--- src/rtl/core/mlfq_pkg.sv ---
// Package for the multilevel feedback queue scheduler.
// Holds sizing constants, request and status codes and the sequencer state type; no dependencies.
package mlfq_pkg;
   localparam int MAX_TASKS  = 64;
   localparam int NUM_LEVELS = 3;

   localparam logic [2:0] REQ_ADD      = 3'd0;
   localparam logic [2:0] REQ_FINISH   = 3'd1;
   localparam logic [2:0] REQ_TICK     = 3'd2;
   localparam logic [2:0] REQ_DISPATCH = 3'd3;
   localparam logic [2:0] REQ_SLICE    = 3'd4;

   localparam logic [2:0] ST_ACK       = 3'd0;
   localparam logic [2:0] ST_DISPATCH  = 3'd1;
   localparam logic [2:0] ST_ALL_DONE  = 3'd2;
   localparam logic [2:0] ST_NONE      = 3'd3;
   localparam logic [2:0] ST_FULL      = 3'd4;

   localparam logic [0:0] CSR_SLICE    = 1'd0;
   localparam logic [0:0] CSR_BOOST    = 1'd1;

   localparam logic [23:0] SLICE_RESET = 24'd125000;
   localparam logic [23:0] BOOST_RESET = 24'd2000000;
   localparam logic [23:0] TIMER_MAX   = 24'hFFFFFF;

   typedef enum logic [3:0] {
      S_IDLE,
      S_DONE_SCAN,
      S_BOOST_RD,
      S_BOOST_DN,
      S_BOOST_WR,
      S_PICK,
      S_PICK_RD,
      S_PICK_DN,
      S_PICK_CHK,
      S_MOVE_WR,
      S_SLICE_RD,
      S_SLICE_CHK,
      S_SLICE_MV,
      S_SLICE_MW,
      S_RESP
   } state_type;
endpackage

--- src/rtl/core/mlfq_ram.sv ---
// Generic single-port-write, single-port-read RAM with registered read data.
// No dependencies.
module mlfq_ram #(
   parameter int WIDTH = 8,
   parameter int DEPTH = 16
) (
   input  logic                     clock,
   input  logic                     wr_en,
   input  logic [$clog2(DEPTH)-1:0] wr_addr,
   input  logic [WIDTH-1:0]         wr_data,
   input  logic [$clog2(DEPTH)-1:0] rd_addr,
   output logic [WIDTH-1:0]         rd_data
);
   logic [WIDTH-1:0] mem [DEPTH];

   always_ff @(posedge clock) begin
      if (wr_en) begin
         mem[wr_addr] <= wr_data;
      end
      rd_data <= mem[rd_addr];
   end
endmodule

--- src/rtl/core/multilevel_feedback_queue_scheduler_unit.sv ---
// Multilevel feedback queue scheduler: add, finish, tick, dispatch, slice end.
// Add, finish, tick, unknown types and a slice end that fails its demotion checks go from accept to the
// result beat. A slice end that passes them reads its pick slot and checks the task; on a match it moves
// the last entry into the slot and appends the task one level down. Dispatch scans done marks, boosts if
// due, then picks with lazy removal. One item at a time; busy through the result beat; receiver cannot stall.
// Reset (synchronous, active high) clears sizes, pointers, counters, timer and pick; RAMs are written
// before they are read.
module multilevel_feedback_queue_scheduler_unit (
   input  logic        clock,
   input  logic        reset,
   input  logic        start,
   output logic        busy,
   input  logic [2:0]  req_type,
   input  logic [5:0]  req_task_id,
   input  logic [23:0] req_used_ticks,
   output logic        rsp_valid,
   output logic [2:0]  rsp_status,
   output logic [5:0]  rsp_chosen_task,
   output logic [1:0]  rsp_chosen_level,
   output logic        rsp_boosted,
   input  logic        csr_valid,
   output logic        csr_ready,
   input  logic        csr_index,
   input  logic [23:0] csr_data
);
   import mlfq_pkg::*;

   localparam int TW  = $clog2(MAX_TASKS);       // slot / task index width
   localparam int CW  = $clog2(MAX_TASKS + 1);   // count width
   localparam int LW  = (NUM_LEVELS > 1) ? $clog2(NUM_LEVELS) : 1;
   localparam int QD  = NUM_LEVELS * MAX_TASKS;
   localparam int AW  = $clog2(QD);

   state_type state_ff, state_in;

   logic [23:0] slice_ff, slice_in, boost_ff, boost_in, timer_ff, timer_in;
   logic [CW-1:0] size_ff [NUM_LEVELS];
   logic [CW-1:0] size_in [NUM_LEVELS];
   logic [TW-1:0] ptr_ff [NUM_LEVELS];
   logic [TW-1:0] ptr_in [NUM_LEVELS];
   logic [CW-1:0] count_ff, count_in;
   logic [LW-1:0] plvl_ff, plvl_in;
   logic [TW-1:0] pslot_ff, pslot_in;
   logic [5:0] ptask_ff, ptask_in;
   logic pvalid_ff, pvalid_in;

   // working registers
   logic [CW-1:0] idx_ff, idx_in;     // scan / copy index
   logic [LW-1:0] lvl_ff, lvl_in;     // level walked
   logic [TW-1:0] slot_ff, slot_in;
   logic [5:0]  tsk_ff, tsk_in;       // task read from the queue, held for its done lookup
   logic        bst_ff, bst_in;
   logic [2:0]  st_ff, st_in;
   logic [5:0]  otask_ff, otask_in;
   logic [LW-1:0] olvl_ff, olvl_in;

   // queue RAM port
   logic          we;
   logic [AW-1:0] waddr, raddr;
   logic [TW-1:0] wdata, rdata;

   // done mark RAM port
   logic          d_we;
   logic [TW-1:0] d_waddr, d_raddr;
   logic          d_wdata, d_rdata;

   mlfq_ram #(.WIDTH(TW), .DEPTH(QD)) u_queue_ram (
      .clock(clock), .wr_en(we), .wr_addr(waddr), .wr_data(wdata),
      .rd_addr(raddr), .rd_data(rdata)
   );

   mlfq_ram #(.WIDTH(1), .DEPTH(MAX_TASKS)) u_done_ram (
      .clock(clock), .wr_en(d_we), .wr_addr(d_waddr), .wr_data(d_wdata),
      .rd_addr(d_raddr), .rd_data(d_rdata)
   );

   function automatic logic [AW-1:0] qaddr(input logic [LW-1:0] l, input logic [TW-1:0] s);
      qaddr = AW'(AW'(l) * AW'(MAX_TASKS) + AW'(s));
   endfunction

   always_ff @(posedge clock) begin
      if (reset) begin
         state_ff  <= S_IDLE;
         slice_ff  <= SLICE_RESET;
         boost_ff  <= BOOST_RESET;
         timer_ff  <= '0;
         count_ff  <= '0;
         plvl_ff   <= '0;
         pslot_ff  <= '0;
         ptask_ff  <= '0;
         pvalid_ff <= 1'b0;
         for (int i = 0; i < NUM_LEVELS; i++) begin
            size_ff[i] <= '0;
            ptr_ff[i]  <= '0;
         end
      end else begin
         state_ff  <= state_in;
         slice_ff  <= slice_in;
         boost_ff  <= boost_in;
         timer_ff  <= timer_in;
         count_ff  <= count_in;
         plvl_ff   <= plvl_in;
         pslot_ff  <= pslot_in;
         ptask_ff  <= ptask_in;
         pvalid_ff <= pvalid_in;
         for (int i = 0; i < NUM_LEVELS; i++) begin
            size_ff[i] <= size_in[i];
            ptr_ff[i]  <= ptr_in[i];
         end
      end
      idx_ff   <= idx_in;
      lvl_ff   <= lvl_in;
      slot_ff  <= slot_in;
      tsk_ff   <= tsk_in;
      bst_ff   <= bst_in;
      st_ff    <= st_in;
      otask_ff <= otask_in;
      olvl_ff  <= olvl_in;
   end

   assign busy      = (state_ff != S_IDLE);
   assign csr_ready = (state_ff == S_IDLE);
   assign rsp_valid = (state_ff == S_RESP);
   assign rsp_status       = st_ff;
   assign rsp_chosen_task  = otask_ff;
   assign rsp_chosen_level = 2'(olvl_ff);
   assign rsp_boosted      = bst_ff;

   logic [CW-1:0] n_cur;
   logic [LW-1:0] top_lvl;
   logic          any_nonempty;
   logic [TW-1:0] pick_idx;
   logic [5:0]    rtask;
   logic [CW:0]   ptr_next;

   always_comb begin
      // highest-priority (lowest-numbered) non-empty level
      top_lvl = '0;
      any_nonempty = 1'b0;
      for (int q = NUM_LEVELS - 1; q >= 0; q--) begin
         if (size_ff[q] != '0) begin
            top_lvl = LW'(q);
            any_nonempty = 1'b1;
         end
      end
      n_cur = size_ff[lvl_ff];
      // pointer < size is kept, except after removals; one compare-subtract suffices
      pick_idx = (CW'(ptr_ff[lvl_ff]) >= n_cur) ? TW'(CW'(ptr_ff[lvl_ff]) - n_cur)
                                                  : ptr_ff[lvl_ff];
      ptr_next = (CW + 1)'(pick_idx) + 1'b1;
      rtask = 6'(rdata);
   end

   always_comb begin
      state_in = state_ff;
      slice_in = slice_ff; boost_in = boost_ff; timer_in = timer_ff;
      size_in = size_ff; ptr_in = ptr_ff;
      count_in = count_ff;
      plvl_in = plvl_ff; pslot_in = pslot_ff; ptask_in = ptask_ff; pvalid_in = pvalid_ff;
      idx_in = idx_ff; lvl_in = lvl_ff; slot_in = slot_ff; tsk_in = tsk_ff;
      bst_in = bst_ff; st_in = st_ff; otask_in = otask_ff; olvl_in = olvl_ff;
      we = 1'b0; waddr = '0; wdata = '0; raddr = '0;
      d_we = 1'b0; d_waddr = '0; d_wdata = 1'b0; d_raddr = '0;

      case (state_ff)
         S_IDLE: begin
            if (csr_valid) begin
               if (csr_index == CSR_SLICE) slice_in = csr_data;
               else                        boost_in = csr_data;
            end
            if (start) begin
               st_in = ST_ACK; otask_in = '0; olvl_in = '0; bst_in = 1'b0;
               idx_in = '0;
               state_in = S_RESP;
               case (req_type)
                  REQ_ADD: begin
                     if (count_ff == CW'(MAX_TASKS)) begin
                        st_in = ST_FULL;
                     end else begin
                        // append new id to level 0, clear its done mark
                        d_we = 1'b1; d_waddr = TW'(count_ff); d_wdata = 1'b0;
                        we = 1'b1; waddr = qaddr('0, TW'(size_ff[0]));
                        wdata = TW'(count_ff);
                        size_in[0] = size_ff[0] + 1'b1;
                        otask_in = 6'(count_ff);
                        count_in = count_ff + 1'b1;
                     end
                  end
                  REQ_FINISH: begin
                     if (CW'(req_task_id) < count_ff) begin
                        d_we = 1'b1; d_waddr = TW'(req_task_id); d_wdata = 1'b1;
                     end
                  end
                  REQ_TICK: begin
                     if (timer_ff != TIMER_MAX) timer_in = timer_ff + 1'b1;
                  end
                  REQ_DISPATCH: begin
                     // fetch the first done mark for the scan
                     d_raddr = '0;
                     state_in = S_DONE_SCAN;
                  end
                  REQ_SLICE: begin
                     if (pvalid_ff && req_used_ticks >= slice_ff &&
                         32'(plvl_ff) + 1 < NUM_LEVELS &&
                         CW'(pslot_ff) < size_ff[plvl_ff]) begin
                        state_in = S_SLICE_RD;
                     end
                     pvalid_in = 1'b0;
                  end
                  default: ;
               endcase
            end
         end
         S_DONE_SCAN: begin
            // walk done marks one a cycle; d_rdata holds the mark of entry idx
            if (idx_ff == count_ff) begin
               pvalid_in = 1'b0; st_in = ST_ALL_DONE; state_in = S_RESP;
            end else if (!d_rdata) begin
               if (timer_ff >= boost_ff) begin
                  timer_in = '0; bst_in = 1'b1;
                  lvl_in = LW'(1); idx_in = '0;
                  state_in = S_BOOST_RD;
               end else begin
                  state_in = S_PICK;
               end
            end else begin
               idx_in = idx_ff + 1'b1;
               d_raddr = TW'(idx_ff + 1'b1);
            end
         end
         S_BOOST_RD: begin
            // copy unfinished entries of level lvl to level 0
            if (idx_ff == size_ff[lvl_ff]) begin
               size_in[lvl_ff] = '0; ptr_in[lvl_ff] = '0;
               idx_in = '0;
               if (32'(lvl_ff) + 1 >= NUM_LEVELS) state_in = S_PICK;
               else lvl_in = lvl_ff + 1'b1;
            end else begin
               raddr = qaddr(lvl_ff, TW'(idx_ff));
               state_in = S_BOOST_DN;
            end
         end
         S_BOOST_DN: begin
            // hold the task and look up its done mark
            tsk_in = rtask;
            d_raddr = rdata;
            state_in = S_BOOST_WR;
         end
         S_BOOST_WR: begin
            if (!d_rdata && size_ff[0] < CW'(MAX_TASKS)) begin
               we = 1'b1; waddr = qaddr('0, TW'(size_ff[0])); wdata = TW'(tsk_ff);
               size_in[0] = size_ff[0] + 1'b1;
            end
            idx_in = idx_ff + 1'b1;
            state_in = S_BOOST_RD;
         end
         S_PICK: begin
            if (!any_nonempty) begin
               pvalid_in = 1'b0; st_in = ST_NONE; state_in = S_RESP;
            end else begin
               lvl_in = top_lvl;
               state_in = S_PICK_RD;
            end
         end
         S_PICK_RD: begin
            slot_in = pick_idx;
            raddr = qaddr(lvl_ff, pick_idx);
            ptr_in[lvl_ff] = (ptr_next >= (CW + 1)'(n_cur)) ? '0 : TW'(ptr_next);
            state_in = S_PICK_DN;
         end
         S_PICK_DN: begin
            tsk_in = rtask;
            d_raddr = rdata;
            state_in = S_PICK_CHK;
         end
         S_PICK_CHK: begin
            if (d_rdata) begin
               // lazy removal: swap last entry into slot
               raddr = qaddr(lvl_ff, TW'(size_ff[lvl_ff] - 1'b1));
               state_in = S_MOVE_WR;
            end else begin
               plvl_in = lvl_ff; pslot_in = slot_ff; ptask_in = tsk_ff; pvalid_in = 1'b1;
               st_in = ST_DISPATCH; otask_in = tsk_ff; olvl_in = lvl_ff;
               state_in = S_RESP;
            end
         end
         S_MOVE_WR: begin
            we = 1'b1; waddr = qaddr(lvl_ff, slot_ff); wdata = rdata;
            size_in[lvl_ff] = size_ff[lvl_ff] - 1'b1;
            state_in = S_PICK;
         end
         S_SLICE_RD: begin
            raddr = qaddr(plvl_ff, pslot_ff);
            state_in = S_SLICE_CHK;
         end
         S_SLICE_CHK: begin
            if (rtask == ptask_ff) begin
               raddr = qaddr(plvl_ff, TW'(size_ff[plvl_ff] - 1'b1));
               state_in = S_SLICE_MV;
            end else begin
               state_in = S_RESP;
            end
         end
         S_SLICE_MV: begin
            we = 1'b1; waddr = qaddr(plvl_ff, pslot_ff); wdata = rdata;
            size_in[plvl_ff] = size_ff[plvl_ff] - 1'b1;
            state_in = S_SLICE_MW;
         end
         S_SLICE_MW: begin
            // append to next level down
            if (size_ff[plvl_ff + 1'b1] < CW'(MAX_TASKS)) begin
               we = 1'b1; waddr = qaddr(plvl_ff + 1'b1, TW'(size_ff[plvl_ff + 1'b1]));
               wdata = TW'(ptask_ff);
               size_in[plvl_ff + 1'b1] = size_ff[plvl_ff + 1'b1] + 1'b1;
            end
            state_in = S_RESP;
         end
         S_RESP: state_in = S_IDLE;
         default: state_in = S_IDLE;
      endcase
   end

`ifndef SYNTH
   a_resp_ends: assert property (@(posedge clock) disable iff (reset)
      rsp_valid |=> !busy) else $error("result beat not followed by idle");
   a_no_accept_busy: assert property (@(posedge clock) disable iff (reset)
      (start && !busy) |=> busy) else $error("accepted item did not raise busy");
   a_count_bound: assert property (@(posedge clock) disable iff (reset)
      count_ff <= CW'(MAX_TASKS)) else $error("task count overflow");
   a_dispatch_valid: assert property (@(posedge clock) disable iff (reset)
      (rsp_valid && rsp_status == ST_DISPATCH) |-> pvalid_ff)
      else $error("dispatch without recorded pick");
`endif
endmodule

--- config.mk ---
export PLATFORM = sky130hd
export DESIGN_NAME = multilevel_feedback_queue_scheduler_unit
export DESIGN_NICKNAME = d
export VERILOG_FILES = /design/src/rtl/core/mlfq_pkg.sv /design/src/rtl/core/mlfq_ram.sv /design/src/rtl/core/multilevel_feedback_queue_scheduler_unit.sv
export SDC_FILE = /design/constraint.sdc
export NUM_CORES = 2
export LEC_CHECK = 0
export BUFFER_PORTS_ARGS = -buffer_cell sky130_fd_sc_hd__buf_4
export CORE_MARGIN = 8
export CORE_UTILIZATION = 47
export CTS_CLUSTER_SIZE = 24
export DETAILED_ROUTE_END_ITERATION = 8
export GPL_ROUTABILITY_DRIVEN = 0
export SYNTH_ARGS = -nofsm -noshare
export SYNTH_HDL_FRONTEND = slang
export SYNTH_HIERARCHICAL = 1
export SYNTH_SLANG_ARGS = --single-unit
--- constraint.sdc ---
create_clock -name clock -period 16.8 [get_ports clock]
set_input_delay 0 -clock clock [delete_from_list [all_inputs] [get_ports clock]]
set_output_delay 0 -clock clock [all_outputs]
set_load 0.005 [all_outputs]
==> results.sh <==
export IMPL_status="finished clean"
export IMPL_wl_um=158000
export IMPL_grt_max_degree=135
export IMPL_dr_pass1_iters=6
export IMPL_clkTransAtPathRegs_ps=60
export IMPL_rsz0062_at_grt="false"
export IMPL_clk_path_buf_depth=3
export IMPL_postCtsHoldBufs=43
export IMPL_relSlewSlack_pct=8.32
export IMPL_skew_ps=35.9
export IMPL_drive_gt1_share_pct=16.6
export IMPL_hold_path_class="in -> reg"
export IMPL_cp_slowest_cell="nor4_1"
export IMPL_cts_num_sinks=1393
export IMPL_period_minus_slack_ps=8310
export IMPL_clock_fmax_mhz=120
export IMPL_crit_path_end_kind="flip-flop"
export IMPL_yosysWarnings=6
export IMPL_r2r_end="u_queue_ram/rd_data[0]$_DFF_P_"
export IMPL_via_per_inst=6.17
export IMPL_cts_made_buffers=148
export IMPL_synth_seq_cells=1393
export IMPL_clk_latency_ps=760
export IMPL_detail_route_antenna_nets=0
export IMPL_grt_pass1_wl_um=236000
export IMPL_cp_start_kind="flip-flop"
export IMPL_drt_iter0_drc=3711
export IMPL_multi_input_area_um2=18700
export IMPL_drv_cap=0
export IMPL_cts_root_buf="clkbuf_16"
export IMPL_die_x_um=375
export IMPL_syn_area_per_cell_um2=15.3
export IMPL_placed_cell_area_um2=62700
export IMPL_path_class="reg -> reg"
export IMPL_io_buffer_count=76
export IMPL_layout_area_seq_um2=40400
export IMPL_remaining_drc_errors=0
export IMPL_crit_arrival_ps=8910
export IMPL_syn_area_um2=60400
export IMPL_place_ws_ps=8460
export IMPL_synthCells=3939
export IMPL_ioPinCount=77
export IMPL_antenna_found_initial=5
export IMPL_rr_worst_depth=19
export IMPL_grt_usage_pct=22.1
export IMPL_h_tree_depth=4
export IMPL_ir_drop_uv=115
export IMPL_setup_violations=0
export IMPL_finalHoldViolCount=0
export IMPL_num_fill_cells=10400
export IMPL_post_route_period_util_pct=49.5
export IMPL_worstHoldStart="csr_data[7]"
export IMPL_final_max_slew_viol_count=0
export IMPL_hpwlAfterDp_um=101000
export IMPL_cp_cell_sequence="buf_4 -> clkinv_1 -> a21oi_2 -> inv_1 -> ha_1 -> nor2b_1 -> o21ai_0 -> a221o_1 -> nand2_1 -> mux2i_1 -> a221o_4 -> buf_12 -> buf_4 -> mux4_2 -> a22o_1 -> a221oi_1 -> o22ai_1 -> nor4_1 -> nor3_1"
export IMPL_yosysUniqueCellTypes=83
export IMPL_final_core_utilization_pct=53.1
export IMPL_fin_nets=4212
export IMPL_initial_utilization_pct=47.4
export IMPL_overflow=0
export IMPL_cts_setup_buffers=0
export IMPL_synth_seq_area_share_pct=66.8
export IMPL_tns_ps=0
export IMPL_r2r_start="lvl_ff[1]$_SDFFCE_PN0P_"
export IMPL_holdPathEnd="boost_ff[7]$_SDFFE_PP1P_"
export IMPL_reg2reg_slack_ps=8490
export IMPL_synth_top_area_share_pct=62.1
export IMPL_wl_per_cell_um=27.1
export IMPL_vias=36000
export IMPL_cpPeakStageDelay_ps=830
export IMPL_row_count=131
export IMPL_die_h_um=375
export IMPL_cp_max_fo=98
export IMPL_p_leak_nw=21.7
export IMPL_yosys_area_top_type="edfxtp_1"
export IMPL_synth_edf_count=1249
export IMPL_synth_ff_type="edfxtp_1"
export IMPL_grt_pass1_vias=35400
export IMPL_async_flop_share_pct=0
export IMPL_worst_pin_slew_ps=1360
export IMPL_fin_ws_ps=8490
export IMPL_cp_data_required_time_ps=17400
export IMPL_syn_to_final_growth_pct=12.1
export IMPL_finalInstanceArea_um2=67700
export IMPL_dieArea_um2=140000
export IMPL_crit_top_cell="buf_4"
export IMPL_core_um2=128000
export IMPL_cts_tree="yes"
export IMPL_power_density_nw_per_um2=152
export IMPL_syn_num_nets=4095
export IMPL_synth_area_top_cells="edfxtp_1 (62%), mux4_2 (11%), dfxtp_1 (4.8%)"
export IMPL_holdPathStages=4
export IMPL_cts_resized=0
export IMPL_whs_ps=68.5
==> cells by family after synthesis <==
| family | after synthesis | synth area share (%) |
|---|---|---|
| AOI/OAI and AO/OA | 629 | 7.09 |
| xor gates and xnor gates | 47 | 0.681 |
| adders and majority gates | 94 | 1.96 |
| buffers and inverters | 331 | 2.48 |
| DFF | 1393 | 66.8 |
| muxes | 438 | 13.3 |
| and+or+nand+nor | 1007 | 7.66 |
==> per-layer routing <==
| metal | vias to the layer above | wire [µm] | GRT usage [%] |
|---|---|---|---|
| li1 | 15800 | - | - |
| met2 | 1487 | 75000 | 35.4 |
| met4 | 0 | 4940 | 7.23 |
| met3 | 290 | 11500 | 3.50 |
| met5 | - | 0 | 0 |
| met1 | 18500 | 66600 | 31.0 |
==> registers in the layout, summed over array words and instances (netlist names), 3 cells and up <==
register and count:
u_queue_ram/mem 1152, u_done_ram/mem 64, boost_ff 24, slice_ff 24
timer_ff 24, size_ff 21, ptr_ff 18, count_ff 7
idx_ff 7, pslot_ff 6, ptask_ff 6, rsp_chosen_task 6
slot_ff 6, tsk_ff 6, u_queue_ram/rd_data 6, state_ff 4
rsp_status 3
==> cell type report <==
class                      instances  area share [%]
clock buffer                     185            5.84
tap                             1662            3.07
inverter                         111           0.615
multi-input combinational       2215            27.6
timing repair buffer             187            2.29
clock inverter                    82           0.935
sequential                      1393            59.6
antenna                            2         0.00739
==> worst max-delay path, delay by kind of cell (launching register included) <==
family | cells | cell delay [ps]
compound gates | 7 | 2470
fa+ha+maj | 1 | 360
buf+inv | 5 | 2590
flops | 1 | 320
mux | 2 | 950
simple gates | 4 | 1370
==> cell usage in the layout, fill, tap and decap left out, types with 31 or more instances in the layout <==
master	instances
mux2i_1	135
buf_4	141
o22ai_1	57
nor2b_1	37
o221ai_1	35
xnor2_1	35
clkinv_1	45
o21ai_0	81
mux4_2	283
inv_1	99
clkbuf_16	152
ha_1	93
nand3_1	78
dlygate4sd3_1	43
nor3_1	36
nand2_1	294
a21oi_1	158
o211ai_1	35
dfxtp_1	144
edfxtp_1	1249
nor2_1	358
nand4_1	31
==> stage by stage <==
| step | std cells | power, mW |
|---|---|---|
| 6_report | 5837 | 10.3 |
| 5_1_grt | 5837 | 10.7 |
| 4_1_cts | 5835 | 10.4 |
| 3_5_place_dp | 5525 | 7.24 |
| 3_3_place_gp | 5525 | 7.24 |
| 2_1_floorplan | 3939 | 6.30 |
==> worst max path at each step <==
stage	from	endpoint	slack [ps]	depth (start not counted)
after floorplan	count_ff[0]$_SDFFE_PP0P_	u_queue_ram/mem[0][1]$_DFFE_PP_	6540	6
after global placement	lvl_ff[1]$_SDFFCE_PN0P_	u_queue_ram/rd_data[3]$_DFF_P_	8630	18
after detailed placement	lvl_ff[1]$_SDFFCE_PN0P_	u_queue_ram/rd_data[3]$_DFF_P_	8460	18
after CTS	lvl_ff[1]$_SDFFCE_PN0P_	u_queue_ram/rd_data[0]$_DFF_P_	8480	19
after global routing	lvl_ff[1]$_SDFFCE_PN0P_	u_queue_ram/rd_data[0]$_DFF_P_	7860	19
final	lvl_ff[1]$_SDFFCE_PN0P_	u_queue_ram/rd_data[0]$_DFF_P_	8490	19
==> Yosys cell counts (13+ instances only) <==
master	number
a211oi_1	17
a21o_1	18
a21oi_1	158
a221oi_1	15
a22o_1	20
a22oi_1	26
a31oi_1	18
and3_1	14
buf_1	20
buf_2	35
buf_4	20
buf_6	17
clkbuf_1	127
dfxtp_1	144
edfxtp_1	1249
ha_1	93
inv_1	100
mux2i_1	135
mux4_2	283
nand2_1	295
nand2b_1	29
nand3_1	78
nand4_1	31
nor2_1	359
nor2b_1	38
nor3_1	38
nor4_1	23
o211ai_1	35
o21a_1	13
o21ai_0	86
o221ai_1	35
o22ai_1	57
o2bb2ai_1	17
o31ai_1	26
or3_1	16
or4_1	26
xnor2_1	35
==> report_power, final <==
group / internal (mW) / switching, mW / leakage [nW]
Combinational: 1.14 / 1.89 / 6.63
Clock: 1.78 / 1.32 / 2.26
Sequential: 4.06 / 0.102 / 12.8
Total: 6.98 / 3.32 / 21.7
Power figures use the tool's default switching activity.
